$ cat src/sv/tdrf_pkg.sv
// ---------------------------------------------------------------------------
// tdrf_pkg: shared types and constants of the throw detector
// Field widths, register indexes, roll phases and the controller/datapath
// command and status records.
// ---------------------------------------------------------------------------
`default_nettype none

package tdrf_pkg;

  localparam int JERK_W  = 13;
  localparam int TIME_W  = 32;
  localparam int FACE_W  = 5;
  localparam int LEVEL_W = 26;
  localparam int SQ_W    = 25;
  localparam int DECAY_W = 16;
  localparam int MS_W    = 16;
  localparam int FTH_W   = 11;
  localparam int ROLL_W  = 2;
  localparam int OUT_W   = 40;
  localparam int IDX_W   = 3;
  localparam int CFG_W   = 26;

  localparam int FACE_COUNT = 20;
  localparam logic [FACE_W-1:0]  ANIM_OFFSET = 5'd6;
  localparam logic [DECAY_W:0]   DECAY_ONE   = 17'h10000;

  // Configuration register indexes.
  localparam logic [IDX_W-1:0] REG_DECAY_START = 3'd0;
  localparam logic [IDX_W-1:0] REG_DECAY_STOP  = 3'd1;
  localparam logic [IDX_W-1:0] REG_START_THR   = 3'd2;
  localparam logic [IDX_W-1:0] REG_END_THR     = 3'd3;
  localparam logic [IDX_W-1:0] REG_MIN_ROLL    = 3'd4;
  localparam logic [IDX_W-1:0] REG_FACE_THR    = 3'd5;

  typedef enum logic [ROLL_W-1:0] {
    PH_ON_FACE = 2'd0,
    PH_STARTED = 2'd1,
    PH_ROLLED  = 2'd2
  } phase_t;

  typedef enum logic [2:0] {
    ST_IDLE,
    ST_SQ,
    ST_HI,
    ST_E,
    ST_ACC,
    ST_UPD
  } ctrl_state_t;

  // Operand selection of the shared multiplier.
  typedef enum logic [1:0] {
    MOP_IDLE,
    MOP_LO,
    MOP_HI,
    MOP_E
  } mop_t;

  // Accumulator operation.
  typedef enum logic [1:0] {
    AOP_HOLD,
    AOP_LOAD,
    AOP_ADD_HI,
    AOP_ADD_E
  } aop_t;

  typedef struct packed {
    logic cap;
    logic sq;
    mop_t mop;
    aop_t aop;
    logic commit;
  } dp_cmd_t;

  typedef struct packed {
    logic out_free;
  } dp_stat_t;

endpackage

`default_nettype wire

$ cat src/sv/throw_detector_roll_fsm_unit.sv
// ---------------------------------------------------------------------------
// throw_detector_roll_fsm_unit: die throw detector on accelerometer frames
// Smooths jerk energy, tracks the roll phase and flags landings.
// ---------------------------------------------------------------------------
// Usage:
//   Input frames arrive on the s_ stream; each transfer is one frame. Every
//   frame yields exactly one result transfer on the m_ stream with the new
//   roll phase, the landing flag, the animation index and the integer part
//   of the smoothed jerk energy.
//   A frame goes through capture, squaring, three passes through the single
//   shared multiplier (two halves of the average times the decay, energy
//   times its complement), accumulation and the phase update before the next
//   frame can be taken. The result shows on m_tvalid once the phase update
//   has loaded the output register.
//   A held result sits in the output register while the next frame is
//   already taken and processed; only the update of that frame waits until
//   the output register is free.
//   Reset clears the average, the phase (on face), the roll start time and
//   loads the register defaults. Registers are written through cfg_we,
//   cfg_index and cfg_data while no frame is in flight.
// ---------------------------------------------------------------------------
`default_nettype none

module throw_detector_roll_fsm_unit
  import tdrf_pkg::*;
#(
  parameter int ACCEL_BITS = 12,
  parameter int FRAC_BITS  = 16
) (
  input  wire logic                                         clk,
  input  wire logic                                         rst,
  input  wire logic                                         s_tvalid,
  output logic                                              s_tready,
  // jerk_x, jerk_y, jerk_z, accel_x, accel_y, accel_z, time_ms, current_face
  input  wire logic [((3*JERK_W+3*ACCEL_BITS+TIME_W+FACE_W+7)/8)*8-1:0]
                                                            s_tdata,
  output logic                                              m_tvalid,
  input  wire logic                                         m_tready,
  // roll_state, landed, anim_index, energy_level
  output logic [OUT_W-1:0]                                  m_tdata,
  input  wire logic                                         cfg_we,
  input  wire logic [IDX_W-1:0]                             cfg_index,
  input  wire logic [CFG_W-1:0]                             cfg_data
);

  localparam int IN_W = ((3*JERK_W + 3*ACCEL_BITS + TIME_W + FACE_W + 7) / 8) * 8;

  logic [DECAY_W-1:0] decay_start;
  logic [DECAY_W-1:0] decay_stop;
  logic [LEVEL_W-1:0] start_threshold;
  logic [LEVEL_W-1:0] end_threshold;
  logic [MS_W-1:0]    min_roll_ms;
  logic [FTH_W-1:0]   face_threshold;

  dp_cmd_t  cmd;
  dp_stat_t stat;

  always_ff @(posedge clk) begin
    if (rst) begin
      decay_start     <= 16'd62259;
      decay_stop      <= 16'd62259;
      start_threshold <= 26'd1000000;
      end_threshold   <= 26'd500000;
      min_roll_ms     <= 16'd300;
      face_threshold  <= 11'd1600;
    end else if (cfg_we) begin
      unique case (cfg_index)
        REG_DECAY_START: decay_start     <= cfg_data[DECAY_W-1:0];
        REG_DECAY_STOP:  decay_stop      <= cfg_data[DECAY_W-1:0];
        REG_START_THR:   start_threshold <= cfg_data[LEVEL_W-1:0];
        REG_END_THR:     end_threshold   <= cfg_data[LEVEL_W-1:0];
        REG_MIN_ROLL:    min_roll_ms     <= cfg_data[MS_W-1:0];
        REG_FACE_THR:    face_threshold  <= cfg_data[FTH_W-1:0];
        default: ;
      endcase
    end
  end

  tdrf_ctrl u_ctrl (
    .clk      (clk),
    .rst      (rst),
    .s_tvalid (s_tvalid),
    .s_tready (s_tready),
    .stat     (stat),
    .cmd      (cmd)
  );

  tdrf_dp #(
    .ACCEL_BITS (ACCEL_BITS),
    .FRAC_BITS  (FRAC_BITS),
    .IN_W       (IN_W)
  ) u_dp (
    .clk             (clk),
    .rst             (rst),
    .cmd             (cmd),
    .stat            (stat),
    .in_data         (s_tdata),
    .decay_start     (decay_start),
    .decay_stop      (decay_stop),
    .start_threshold (start_threshold),
    .end_threshold   (end_threshold),
    .min_roll_ms     (min_roll_ms),
    .face_threshold  (face_threshold),
    .m_tvalid        (m_tvalid),
    .m_tready        (m_tready),
    .m_tdata         (m_tdata)
  );

endmodule

`default_nettype wire

$ cat src/sv/tdrf_ctrl.sv
// ---------------------------------------------------------------------------
// tdrf_ctrl: sequencing controller of the throw detector
// Walks one frame through capture, squaring, three multiply passes and the
// phase update, and holds the update until the output register is free.
// ---------------------------------------------------------------------------
`default_nettype none

module tdrf_ctrl
  import tdrf_pkg::*;
(
  input  wire logic     clk,
  input  wire logic     rst,
  input  wire logic     s_tvalid,
  output logic          s_tready,
  input  wire dp_stat_t stat,
  output dp_cmd_t       cmd
);

  ctrl_state_t state, state_next;

  always_ff @(posedge clk) begin
    if (rst) begin
      state <= ST_IDLE;
    end else begin
      state <= state_next;
    end
  end

  always_comb begin
    state_next = state;
    s_tready   = 1'b0;
    cmd        = '{cap: 1'b0, sq: 1'b0, mop: MOP_IDLE, aop: AOP_HOLD, commit: 1'b0};
    unique case (state)
      ST_IDLE: begin
        s_tready = 1'b1;
        if (s_tvalid) begin
          cmd.cap    = 1'b1;
          state_next = ST_SQ;
        end
      end
      ST_SQ: begin
        cmd.sq     = 1'b1;
        cmd.mop    = MOP_LO;
        state_next = ST_HI;
      end
      ST_HI: begin
        cmd.mop    = MOP_HI;
        cmd.aop    = AOP_LOAD;
        state_next = ST_E;
      end
      ST_E: begin
        cmd.mop    = MOP_E;
        cmd.aop    = AOP_ADD_HI;
        state_next = ST_ACC;
      end
      ST_ACC: begin
        cmd.aop    = AOP_ADD_E;
        state_next = ST_UPD;
      end
      ST_UPD: begin
        if (stat.out_free) begin
          cmd.commit = 1'b1;
          state_next = ST_IDLE;
        end
      end
      default: begin
        state_next = ST_IDLE;
      end
    endcase
  end

endmodule

`default_nettype wire

$ cat src/sv/tdrf_dp.sv
// ---------------------------------------------------------------------------
// tdrf_dp: datapath of the throw detector
// Input capture, jerk squares, one shared multiplier for the moving
// average, the roll phase state and the output register.
// ---------------------------------------------------------------------------
`default_nettype none

module tdrf_dp
  import tdrf_pkg::*;
#(
  parameter int ACCEL_BITS = 12,
  parameter int FRAC_BITS  = 16,
  parameter int IN_W       = 112
) (
  input  wire logic                 clk,
  input  wire logic                 rst,
  input  wire dp_cmd_t              cmd,
  output dp_stat_t                  stat,
  input  wire logic [IN_W-1:0]      in_data,
  input  wire logic [DECAY_W-1:0]   decay_start,
  input  wire logic [DECAY_W-1:0]   decay_stop,
  input  wire logic [LEVEL_W-1:0]   start_threshold,
  input  wire logic [LEVEL_W-1:0]   end_threshold,
  input  wire logic [MS_W-1:0]      min_roll_ms,
  input  wire logic [FTH_W-1:0]     face_threshold,
  output logic                      m_tvalid,
  input  wire logic                 m_tready,
  output logic [OUT_W-1:0]          m_tdata
);

  localparam int AVG_W   = LEVEL_W + FRAC_BITS;
  localparam int HALF    = (AVG_W + 1) / 2;
  localparam int HI_W    = AVG_W - HALF;
  localparam int MUL_A_W = (HALF > LEVEL_W) ? HALF : LEVEL_W;
  localparam int MUL_B_W = DECAY_W + 1;
  localparam int P_W     = MUL_A_W + MUL_B_W;
  localparam int ACC_W   = AVG_W + DECAY_W;
  localparam int CMP_W   = (ACCEL_BITS > FTH_W) ? ACCEL_BITS : FTH_W;
  localparam int OFF_AX  = 3 * JERK_W;
  localparam int OFF_T   = OFF_AX + 3 * ACCEL_BITS;
  localparam int OFF_F   = OFF_T + TIME_W;

  function automatic logic [ACCEL_BITS-1:0] mag(input logic [ACCEL_BITS-1:0] v);
    return v[ACCEL_BITS-1] ? (~v + 1'b1) : v;
  endfunction

  // Captured frame.
  logic signed [JERK_W-1:0] jx, jy, jz;
  logic [ACCEL_BITS-1:0]    ax, ay, az;
  logic [TIME_W-1:0]        now;
  logic [FACE_W-1:0]        face;

  // Derived per-frame values.
  logic [SQ_W-1:0]    sqx, sqy, sqz;
  logic [LEVEL_W-1:0] energy;
  logic               accel_hit;
  logic               time_gt;

  // Model state.
  logic [AVG_W-1:0]  energy_avg;
  phase_t            phase;
  logic [TIME_W-1:0] roll_start_ms;

  // Multiplier and accumulator.
  logic [MUL_A_W-1:0]   mul_a;
  logic [MUL_B_W-1:0]   mul_b;
  logic [P_W-1:0]       prod;
  logic [ACC_W+P_W-1:0] prod_ext;
  logic [ACC_W-1:0]     acc;
  logic [DECAY_W-1:0]   decay;

  logic signed [2*JERK_W-1:0] sqx_full, sqy_full, sqz_full;

  // Output register.
  logic [ROLL_W-1:0]  out_phase;
  logic               out_landed;
  logic [FACE_W-1:0]  out_anim;
  logic [LEVEL_W-1:0] out_level;

  // Update results.
  logic [AVG_W-1:0]   avg_new;
  logic [LEVEL_W-1:0] level_new;
  phase_t             phase_next;
  logic               landed_next;
  logic [FACE_W-1:0]  anim_next;
  logic               rs_load;
  logic               face_ok;

  assign stat.out_free = !m_tvalid || m_tready;

  always_ff @(posedge clk) begin
    if (cmd.cap) begin
      jx   <= $signed(in_data[0 +: JERK_W]);
      jy   <= $signed(in_data[JERK_W +: JERK_W]);
      jz   <= $signed(in_data[2*JERK_W +: JERK_W]);
      ax   <= in_data[OFF_AX +: ACCEL_BITS];
      ay   <= in_data[OFF_AX + ACCEL_BITS +: ACCEL_BITS];
      az   <= in_data[OFF_AX + 2*ACCEL_BITS +: ACCEL_BITS];
      now  <= in_data[OFF_T +: TIME_W];
      face <= in_data[OFF_F +: FACE_W];
    end
  end

  assign sqx_full = jx * jx;
  assign sqy_full = jy * jy;
  assign sqz_full = jz * jz;

  always_ff @(posedge clk) begin
    if (cmd.sq) begin
      sqx       <= sqx_full[SQ_W-1:0];
      sqy       <= sqy_full[SQ_W-1:0];
      sqz       <= sqz_full[SQ_W-1:0];
      time_gt   <= (now - roll_start_ms) > TIME_W'(min_roll_ms);
      accel_hit <= (CMP_W'(mag(ax)) > CMP_W'(face_threshold)) ||
                   (CMP_W'(mag(ay)) > CMP_W'(face_threshold)) ||
                   (CMP_W'(mag(az)) > CMP_W'(face_threshold));
    end
    if (cmd.mop == MOP_HI) begin
      energy <= LEVEL_W'(sqx) + LEVEL_W'(sqy) + LEVEL_W'(sqz);
    end
  end

  // Rolled phase uses its own decay; any other code uses the start decay.
  assign decay = (phase == PH_ROLLED) ? decay_stop : decay_start;

  // avg' = (avg*d + (e << FRAC_BITS)*(1 - d)) >> 16, with avg*d split into
  // two half-width products so the multiplier stays narrow.
  always_comb begin
    mul_b = {1'b0, decay};
    case (cmd.mop)
      MOP_LO:  mul_a = MUL_A_W'(energy_avg[HALF-1:0]);
      MOP_HI:  mul_a = MUL_A_W'(energy_avg[AVG_W-1 -: HI_W]);
      MOP_E: begin
        mul_a = MUL_A_W'(energy);
        mul_b = DECAY_ONE - {1'b0, decay};
      end
      default: mul_a = '0;
    endcase
  end

  always_ff @(posedge clk) begin
    if (cmd.mop != MOP_IDLE) begin
      prod <= mul_a * mul_b;
    end
  end

  assign prod_ext = {{ACC_W{1'b0}}, prod};

  always_ff @(posedge clk) begin
    case (cmd.aop)
      AOP_LOAD:   acc <= ACC_W'(prod_ext);
      AOP_ADD_HI: acc <= acc + ACC_W'(prod_ext << HALF);
      AOP_ADD_E:  acc <= acc + ACC_W'(prod_ext << FRAC_BITS);
      default:    acc <= acc;
    endcase
  end

  assign avg_new   = acc[DECAY_W +: AVG_W];
  assign level_new = avg_new[FRAC_BITS +: LEVEL_W];
  assign face_ok   = {1'b0, face} < (FACE_W + 1)'(FACE_COUNT);

  // Comparing the integer part equals comparing against threshold << FRAC_BITS.
  always_comb begin
    phase_next  = phase;
    landed_next = 1'b0;
    anim_next   = '0;
    rs_load     = 1'b0;
    unique case (phase)
      PH_STARTED: begin
        if (level_new < start_threshold) begin
          phase_next = PH_ON_FACE;
        end else if (time_gt) begin
          phase_next = PH_ROLLED;
        end
      end
      PH_ROLLED: begin
        if (level_new < end_threshold) begin
          phase_next = PH_ON_FACE;
          if (accel_hit && face_ok) begin
            landed_next = 1'b1;
            anim_next   = face + ANIM_OFFSET;
          end
        end
      end
      default: begin
        phase_next = PH_ON_FACE;
        if (level_new >= start_threshold) begin
          phase_next = PH_STARTED;
          rs_load    = 1'b1;
        end
      end
    endcase
  end

  always_ff @(posedge clk) begin
    if (rst) begin
      energy_avg    <= '0;
      phase         <= PH_ON_FACE;
      roll_start_ms <= '0;
    end else if (cmd.commit) begin
      energy_avg <= avg_new;
      phase      <= phase_next;
      if (rs_load) begin
        roll_start_ms <= now;
      end
    end
  end

  always_ff @(posedge clk) begin
    if (rst) begin
      m_tvalid <= 1'b0;
    end else if (cmd.commit) begin
      m_tvalid <= 1'b1;
    end else if (m_tready) begin
      m_tvalid <= 1'b0;
    end
  end

  always_ff @(posedge clk) begin
    if (cmd.commit) begin
      out_phase  <= phase_next;
      out_landed <= landed_next;
      out_anim   <= anim_next;
      out_level  <= level_new;
    end
  end

  assign m_tdata = {(OUT_W - LEVEL_W - FACE_W - 1 - ROLL_W)'(0),
                    out_level, out_anim, out_landed, out_phase};

  a_landed_on_face: assert property (@(posedge clk) disable iff (rst)
    (m_tvalid && out_landed) |-> (out_phase == PH_ON_FACE))
    else $error("landing reported outside the on-face phase");

  a_anim_only_landed: assert property (@(posedge clk) disable iff (rst)
    (m_tvalid && !out_landed) |-> (out_anim == '0))
    else $error("animation index set without a landing");

  a_commit_shows: assert property (@(posedge clk) disable iff (rst)
    cmd.commit |=> m_tvalid)
    else $error("committed frame did not reach the output register");

  a_no_skip: assert property (@(posedge clk) disable iff (rst)
    (cmd.commit && phase == PH_ON_FACE) |=> (phase != PH_ROLLED))
    else $error("phase jumped from on face straight to rolled");

endmodule

`default_nettype wire

$ cat config.mk
export PLATFORM = sky130hd
export DESIGN_NAME = throw_detector_roll_fsm_unit
export DESIGN_NICKNAME = d
export VERILOG_FILES = /design/src/sv/tdrf_pkg.sv /design/src/sv/throw_detector_roll_fsm_unit.sv /design/src/sv/tdrf_ctrl.sv /design/src/sv/tdrf_dp.sv
export SDC_FILE = /design/constraint.sdc
export NUM_CORES = 2
export LEC_CHECK = 0
export ABC_AREA = 1
export BUFFER_PORTS_ARGS = -buffer_cell sky130_fd_sc_hd__buf_2
export CORE_ASPECT_RATIO = 1.4
export CORE_UTILIZATION = 45
export CTS_BUF_LIST = sky130_fd_sc_hd__clkbuf_16
export DETAILED_ROUTE_END_ITERATION = 8
export PLACE_DENSITY = 0.69
export SYNTH_ARGS = -nofsm -noshare
export SYNTH_HDL_FRONTEND = slang
export SYNTH_SLANG_ARGS = --single-unit
export TNS_END_PERCENT = 30
$ cat constraint.sdc
create_clock -name clk -period 24.7 [get_ports clk]
set_input_delay 3.705 -clock clk [delete_from_list [all_inputs] [get_ports clk]]
set_output_delay 3.705 -clock clk [all_outputs]
set_load 0.01 [all_outputs]
## Yosys cells after proc, flatten, opt, wreduce, memory -nomap -nowiden

Index checks and enable logic that the tools add are counted.
W data, S select, Z words.

| word-level totals | value |
|---|---|
| output and inout bits | 42 |
| logic and storage cells | 125 |
| bits in registers | 541 |

| operators by class | value |
|---|---|
| $add $sub $neg | 10 |
| multiply operators | 4 |
| reductions and logical operators | 21 |
| muxes and demuxes | 28 |
| $lt $le $gt $ge | 8 |
| bitwise logic cells | 3 |
| eq/ne operators | 20 |

Operators by type and width:

| operator | count |
|---|---|
| $pmux W58 S3 | 1 |
| $add A58 B58 Y58 | 2 |
| $pmux W26 S3 | 1 |
| $mul A13 B13 Y25 | 3 |
| $lt A26 B26 Y1 | 2 |
| $mul A26 B17 Y43 | 1 |
| $add A12 B1 Y12 const B | 3 |
| $gt A12 B11 Y1 | 3 |
| $mux W12 | 3 |
| $not A12 Y12 | 3 |
| $gt A32 B16 Y1 | 1 |
| $sub A32 B32 Y32 | 1 |
| $add A25 B25 Y26 | 1 |
| $add A26 B25 Y26 | 1 |
| $ge A26 B26 Y1 | 1 |
| $pmux W3 S6 | 1 |
| $reduce_and A2 Y1 | 9 |
| $mux W17 | 1 |
| $sub A17 B16 Y17 const A | 1 |
| $mux W16 | 1 |
| $eq A3 B2 Y1 const B | 4 |
| $eq A3 B3 Y1 const B | 4 |
| $mux W1 | 12 |
| $pmux W2 S3 | 2 |
| other kinds (17) | 32 |

## Longest topological paths before layout

| depth | value |
|---|---|
| depth after elaboration | 6 |
| depth in mapped cells | 42 |
| gate-level depth less buffers | 40 |

## By module

From an unflattened synthesis, not the netlist that was laid out.

| second synthesis, totals | value |
|---|---|
| cell total of the unflattened synthesis | 7637 |
| area, all modules | 62108.3 um^2 |

By module, submodules not included:

| module | cells an instance | area an instance (um^2) | instances |
|---|---|---|---|
| tdrf_dp | 7006 | 57631.5 | 1 |
| throw_detector_roll_fsm_unit | 600 | 4289.1 | 1 |
| tdrf_ctrl | 31 | 187.7 | 1 |

## Worst setup path after synthesis

Ideal clock, no wire load.

| timing | value |
|---|---|
| path kind | input to register |
| start | input port s_tvalid |
| end | register u_dp.ax[0], enable pin |
| required time | 23.980 ns |
| library setup time | 0.720 ns |
| arrival time | 11.278 ns |
| stages | 2 |
| setup slack | 12.702 ns |
| cell sequence | inv_1 nor3_1 |

RTL lines:

| element | RTL line | source |
|---|---|---|
| start, declared | throw_detector_roll_fsm_unit.sv:32 | `input wire logic s_tvalid,` |
| end signal, assigned | tdrf_dp.sv:96 | `ax <= in_data[OFF_AX +: ACCEL_BITS];` |
| end, declared | tdrf_dp.sv:49 | `logic [ACCEL_BITS-1:0] ax, ay, az;` |

## Final worst setup path

| timing | value |
|---|---|
| start | register u_dp.phase[1] |
| end | register u_dp.prod[37] (data pin) |

| on the way | value |
|---|---|
| longest elaborated chain between the ends | 5 |

RTL lines:

| element | RTL line | source |
|---|---|---|
| start, declared | tdrf_dp.sv:61 | `phase_t phase;` |
| start signal, assigned | tdrf_dp.sv:202 | `phase <= phase_next;` |
| $eq A2 B2 Y1 * | tdrf_dp.sv:124 | `assign decay = (phase == PH_ROLLED) ? decay_stop : decay_start;` |
| $mux W16 * | tdrf_dp.sv:124 |  |
| $sub A17 B16 Y17 | tdrf_dp.sv:135 | `mul_b = DECAY_ONE - {1'b0, decay};` |
| $mux W17 * | tdrf_dp.sv:130 | `case (cmd.mop)` |
| $mul A26 B17 Y43 * | tdrf_dp.sv:143 | `prod <= mul_a * mul_b;` |
| end signal, assigned | tdrf_dp.sv:143 |  |
| end, declared | tdrf_dp.sv:67 | `logic [P_W-1:0] prod;` |

Mark *: on every way between the ends. The rest lies on a longest branch, timed or not.
A chain may end at the register's enable or synchronous reset.

==> results by group <==
Outcome
  – Status: finished, final reports clean

Yosys
  – Synth Cell Area: 60570 µm²
  – Most used DFF post-synth: edfxtp_1
  – Seq/Total Area, Yosys: about 23%
  – Ys Warns: 0
  – Synth area leaders: fa_1 (27%), edfxtp_1 (16%), ha_1 (11%)
  – Synth area leader: fa_1
  – Post-synth EDFFs: roughly 330
  – Avg Cell Area, Syn: about 8.4 µm²
  – Yosys cell types: between 60 and 70
  – Yosys top cell area share: between 20% and 30%
  – Ys async rst share: 0%
  – #FFs+latches synth: about 520
  – Synth Instances: approximately 7000

Placed design
  – IO buf count: 181
  – Placed wire-length estimate: about 150 mm
  – Placed instance area: between 60000 and 70000 µm²
  – Pre-CTS WS: 15.55 ns
  – Routability cong.: about 1.0

Timing
  – Fmax: 106.4 MHz
  – Clk_skew: ~0.070 ns
  – RSZ-0062 raised after global routing: false
  – Worst-Margin Slew: 1.155 ns
  – Setup TNS: 0 ns
  – Final Hold Vio Count: 0
  – Final setup vio count: 0
  – Worst Slack Setup Final: between 15 and 20 ns
  – Fin crit share: approximately two fifths
  – Slew HR: 22.28%
  – Tmin final: about 9.4 ns
  – Final Max Tran Viols: 0

Global route
  – First-pass GRT wire length: about 280 mm
  – Total Routing Usage GR: approximately a quarter
  – Largest net degree at the start of global routing: 112
  – Vias in the first global route: between 50000 and 60000
  – GRT Residual Overflow: 0
  – Initial antenna violation count: 9

Die
  – Cell Rows: 158
  – I/O pin count: roughly 190
  – Initial core utilization: roughly 46%
  – Core area: around 130000 µm²
  – Die area: between 100000 and 150000 µm²
  – Die height: between 400 and 500 µm
  – Chip Width: 312.1 µm

Route
  – WL/cell: roughly 20 µm
  – DRT Pass-1 Iters: 6
  – Via density per instance: roughly 5.3
  – Total number of vias: 48390
  – Total wire length: approximately 180 mm
  – ANT nets after route: 0
  – Iter 0 DRT Violations: about 3000
  – Number of remaining DRC errors: 0

Finish
  – Post-Layout Inst Area: 65290 µm²
  – Synth-to-Final Area Change: 7.798%
  – Nets: just under 9000
  – Commonest non-fill, non-tap cell in the layout: inv_1
  – Final Util: 49.08%
  – Share of layout cells above drive strength 1: approximately 6.0%
  – Commonest cells after routing, fill and taps aside: inv_1 (1513), nand2_1 (1382), fa_1 (806)
  – Number of fillers in the final layout: around 13000

Hold path
  – Hold Crit Class: flip-flop to flip-flop

Clock network
  – CTS tree: yes
  – CTS Hold Bufs: 0
  – Clk Latency, worst-skew pair: roughly 0.70 ns
  – Worst-path clk slew: approximately 0.080 ns
  – CTS H-tree depth: 2
  – Total CTS buffers: 59
  – Clock root buffer: clkbuf_16
  – Sink Count: between 500 and 600
  – Post-CTS Repair Setup Buffers: 0
  – Clk buf depth: 3
  – Gates resized, CTS repair: 0

Setup path
  – Crit path launch type: flip-flop
  – CP Data Arrival Time: between 9 and 10 ns
  – Setup CP Type: flip-flop to flip-flop
  – CP delay by family, top: adder cells
  – Crit-path slowest cell: ha_1
  – Buf/Inv on CP: 8
  – CP peak stage delay: roughly 0.78 ns
  – Critical Path Fanout Max: 20
  – CP Data Required Time: roughly 25 ns
  – Crit. End Element: flip-flop
  – Top cell by count, worst path: inv_1

Run
  – Max Cap Viol: 0
[cells in the mapped netlist, types with 9 or more instances]
cell         n
dfxtp_1    191
nand3_1    203
buf_4        9
o21bai_1    27
nand4_1     44
inv_1     1508
nor2_2      13
nor3_1      49
o21ai_0    364
inv_2       22
xor2_1     131
a31oi_1     27
fa_1       806
edfxtp_1   331
nor4_1      17
xnor2_1     62
clkbuf_1   107
nand2_1   1382
o21a_1      16
o211ai_1    28
a21oi_1    451
nor2_1     604
nand2_2      9
a21boi_0    19
a21o_1      32
buf_2       40
clkinv_1     9
or2_2       39
a221oi_2    12
ha_1       554
[metrics by stage]
stage / cells / hold slack, ns
2_1_floorplan: 7209 / 0.4211
3_3_place_gp: 9025 / 0.4366
3_5_place_dp: 9025 / 0.4390
4_1_cts: 9137 / 0.4559
5_1_grt: 9139 / 0.4707
6_report: 9140 / 0.4575
[cell type report]
type / count / area, µm² / area share (%)
multi-input combinational: 4983 / 40340 / 61.79
sequential: 522 / 13760 / 21.08
inverter: 1539 / 5782 / 8.855
tap: 1760 / 2202 / 3.373
clock buffer: 60 / 1501 / 2.300
timing repair buffer: 221 / 1206 / 1.847
clock inverter: 52 / 486.7 / 0.7454
antenna: 3 / 7.507 / 0.01150
[final timing paths]
check                      start             endpoint  slack [ns]  cells past startpoint
min          u_dp.energy_avg[39]  u_dp.energy_avg[39]        0.46                      2
max reg2reg        u_dp.phase[1]        u_dp.prod[37]       15.30                     33
max                u_dp.phase[1]        u_dp.prod[37]       15.30                     33
min reg2reg  u_dp.energy_avg[39]  u_dp.energy_avg[39]        0.46                      2
[cell families after synthesis]
kind of cell	share of synthesized area [%]
AO/OA/AOI/OAI	9.490
AND/OR/NAND/NOR	16.10
flip-flops	22.72
adder cells (fa/ha/maj)	38.08
other	0.006191
multiplexers	0.02272
buffers and inverters	10.78
XOR/XNOR	2.791
[state kept, by name, indices dropped and copies added, names as in the netlist, 13 cells and up]
register,count
decay_start,16
decay_stop,16
end_threshold,26
min_roll_ms,16
start_threshold,26
u_dp.acc,42
u_dp.energy,26
u_dp.energy_avg,42
u_dp.jx,13
u_dp.jy,13
u_dp.jz,13
u_dp.now,32
u_dp.out_level,26
u_dp.prod,43
u_dp.roll_start_ms,32
u_dp.sqx,24
u_dp.sqy,24
u_dp.sqz,24
[worst min-delay path, cell delays in order (launching register included)]
cell	delay, ns
dfxtp_1	0.30
inv_1	0.06
a21oi_1	0.06
[metal layers]
| layer | GRT usage (%) | part of all wire, % | vias up |
|---|---|---|---|
| li1 | - | - | 22790 |
| met1 | 29.68 | 37 | 23590 |
| met2 | 49.59 | 52 | 1548 |
| met3 | 3.024 | 5.1 | 459 |
| met4 | 13.50 | 6.1 | 2 |
| met5 | 0 | 0.0061 | - |
Power is not shown: default switching activity piles up to over one toggle a cycle in this logic, so the estimate is an artifact.
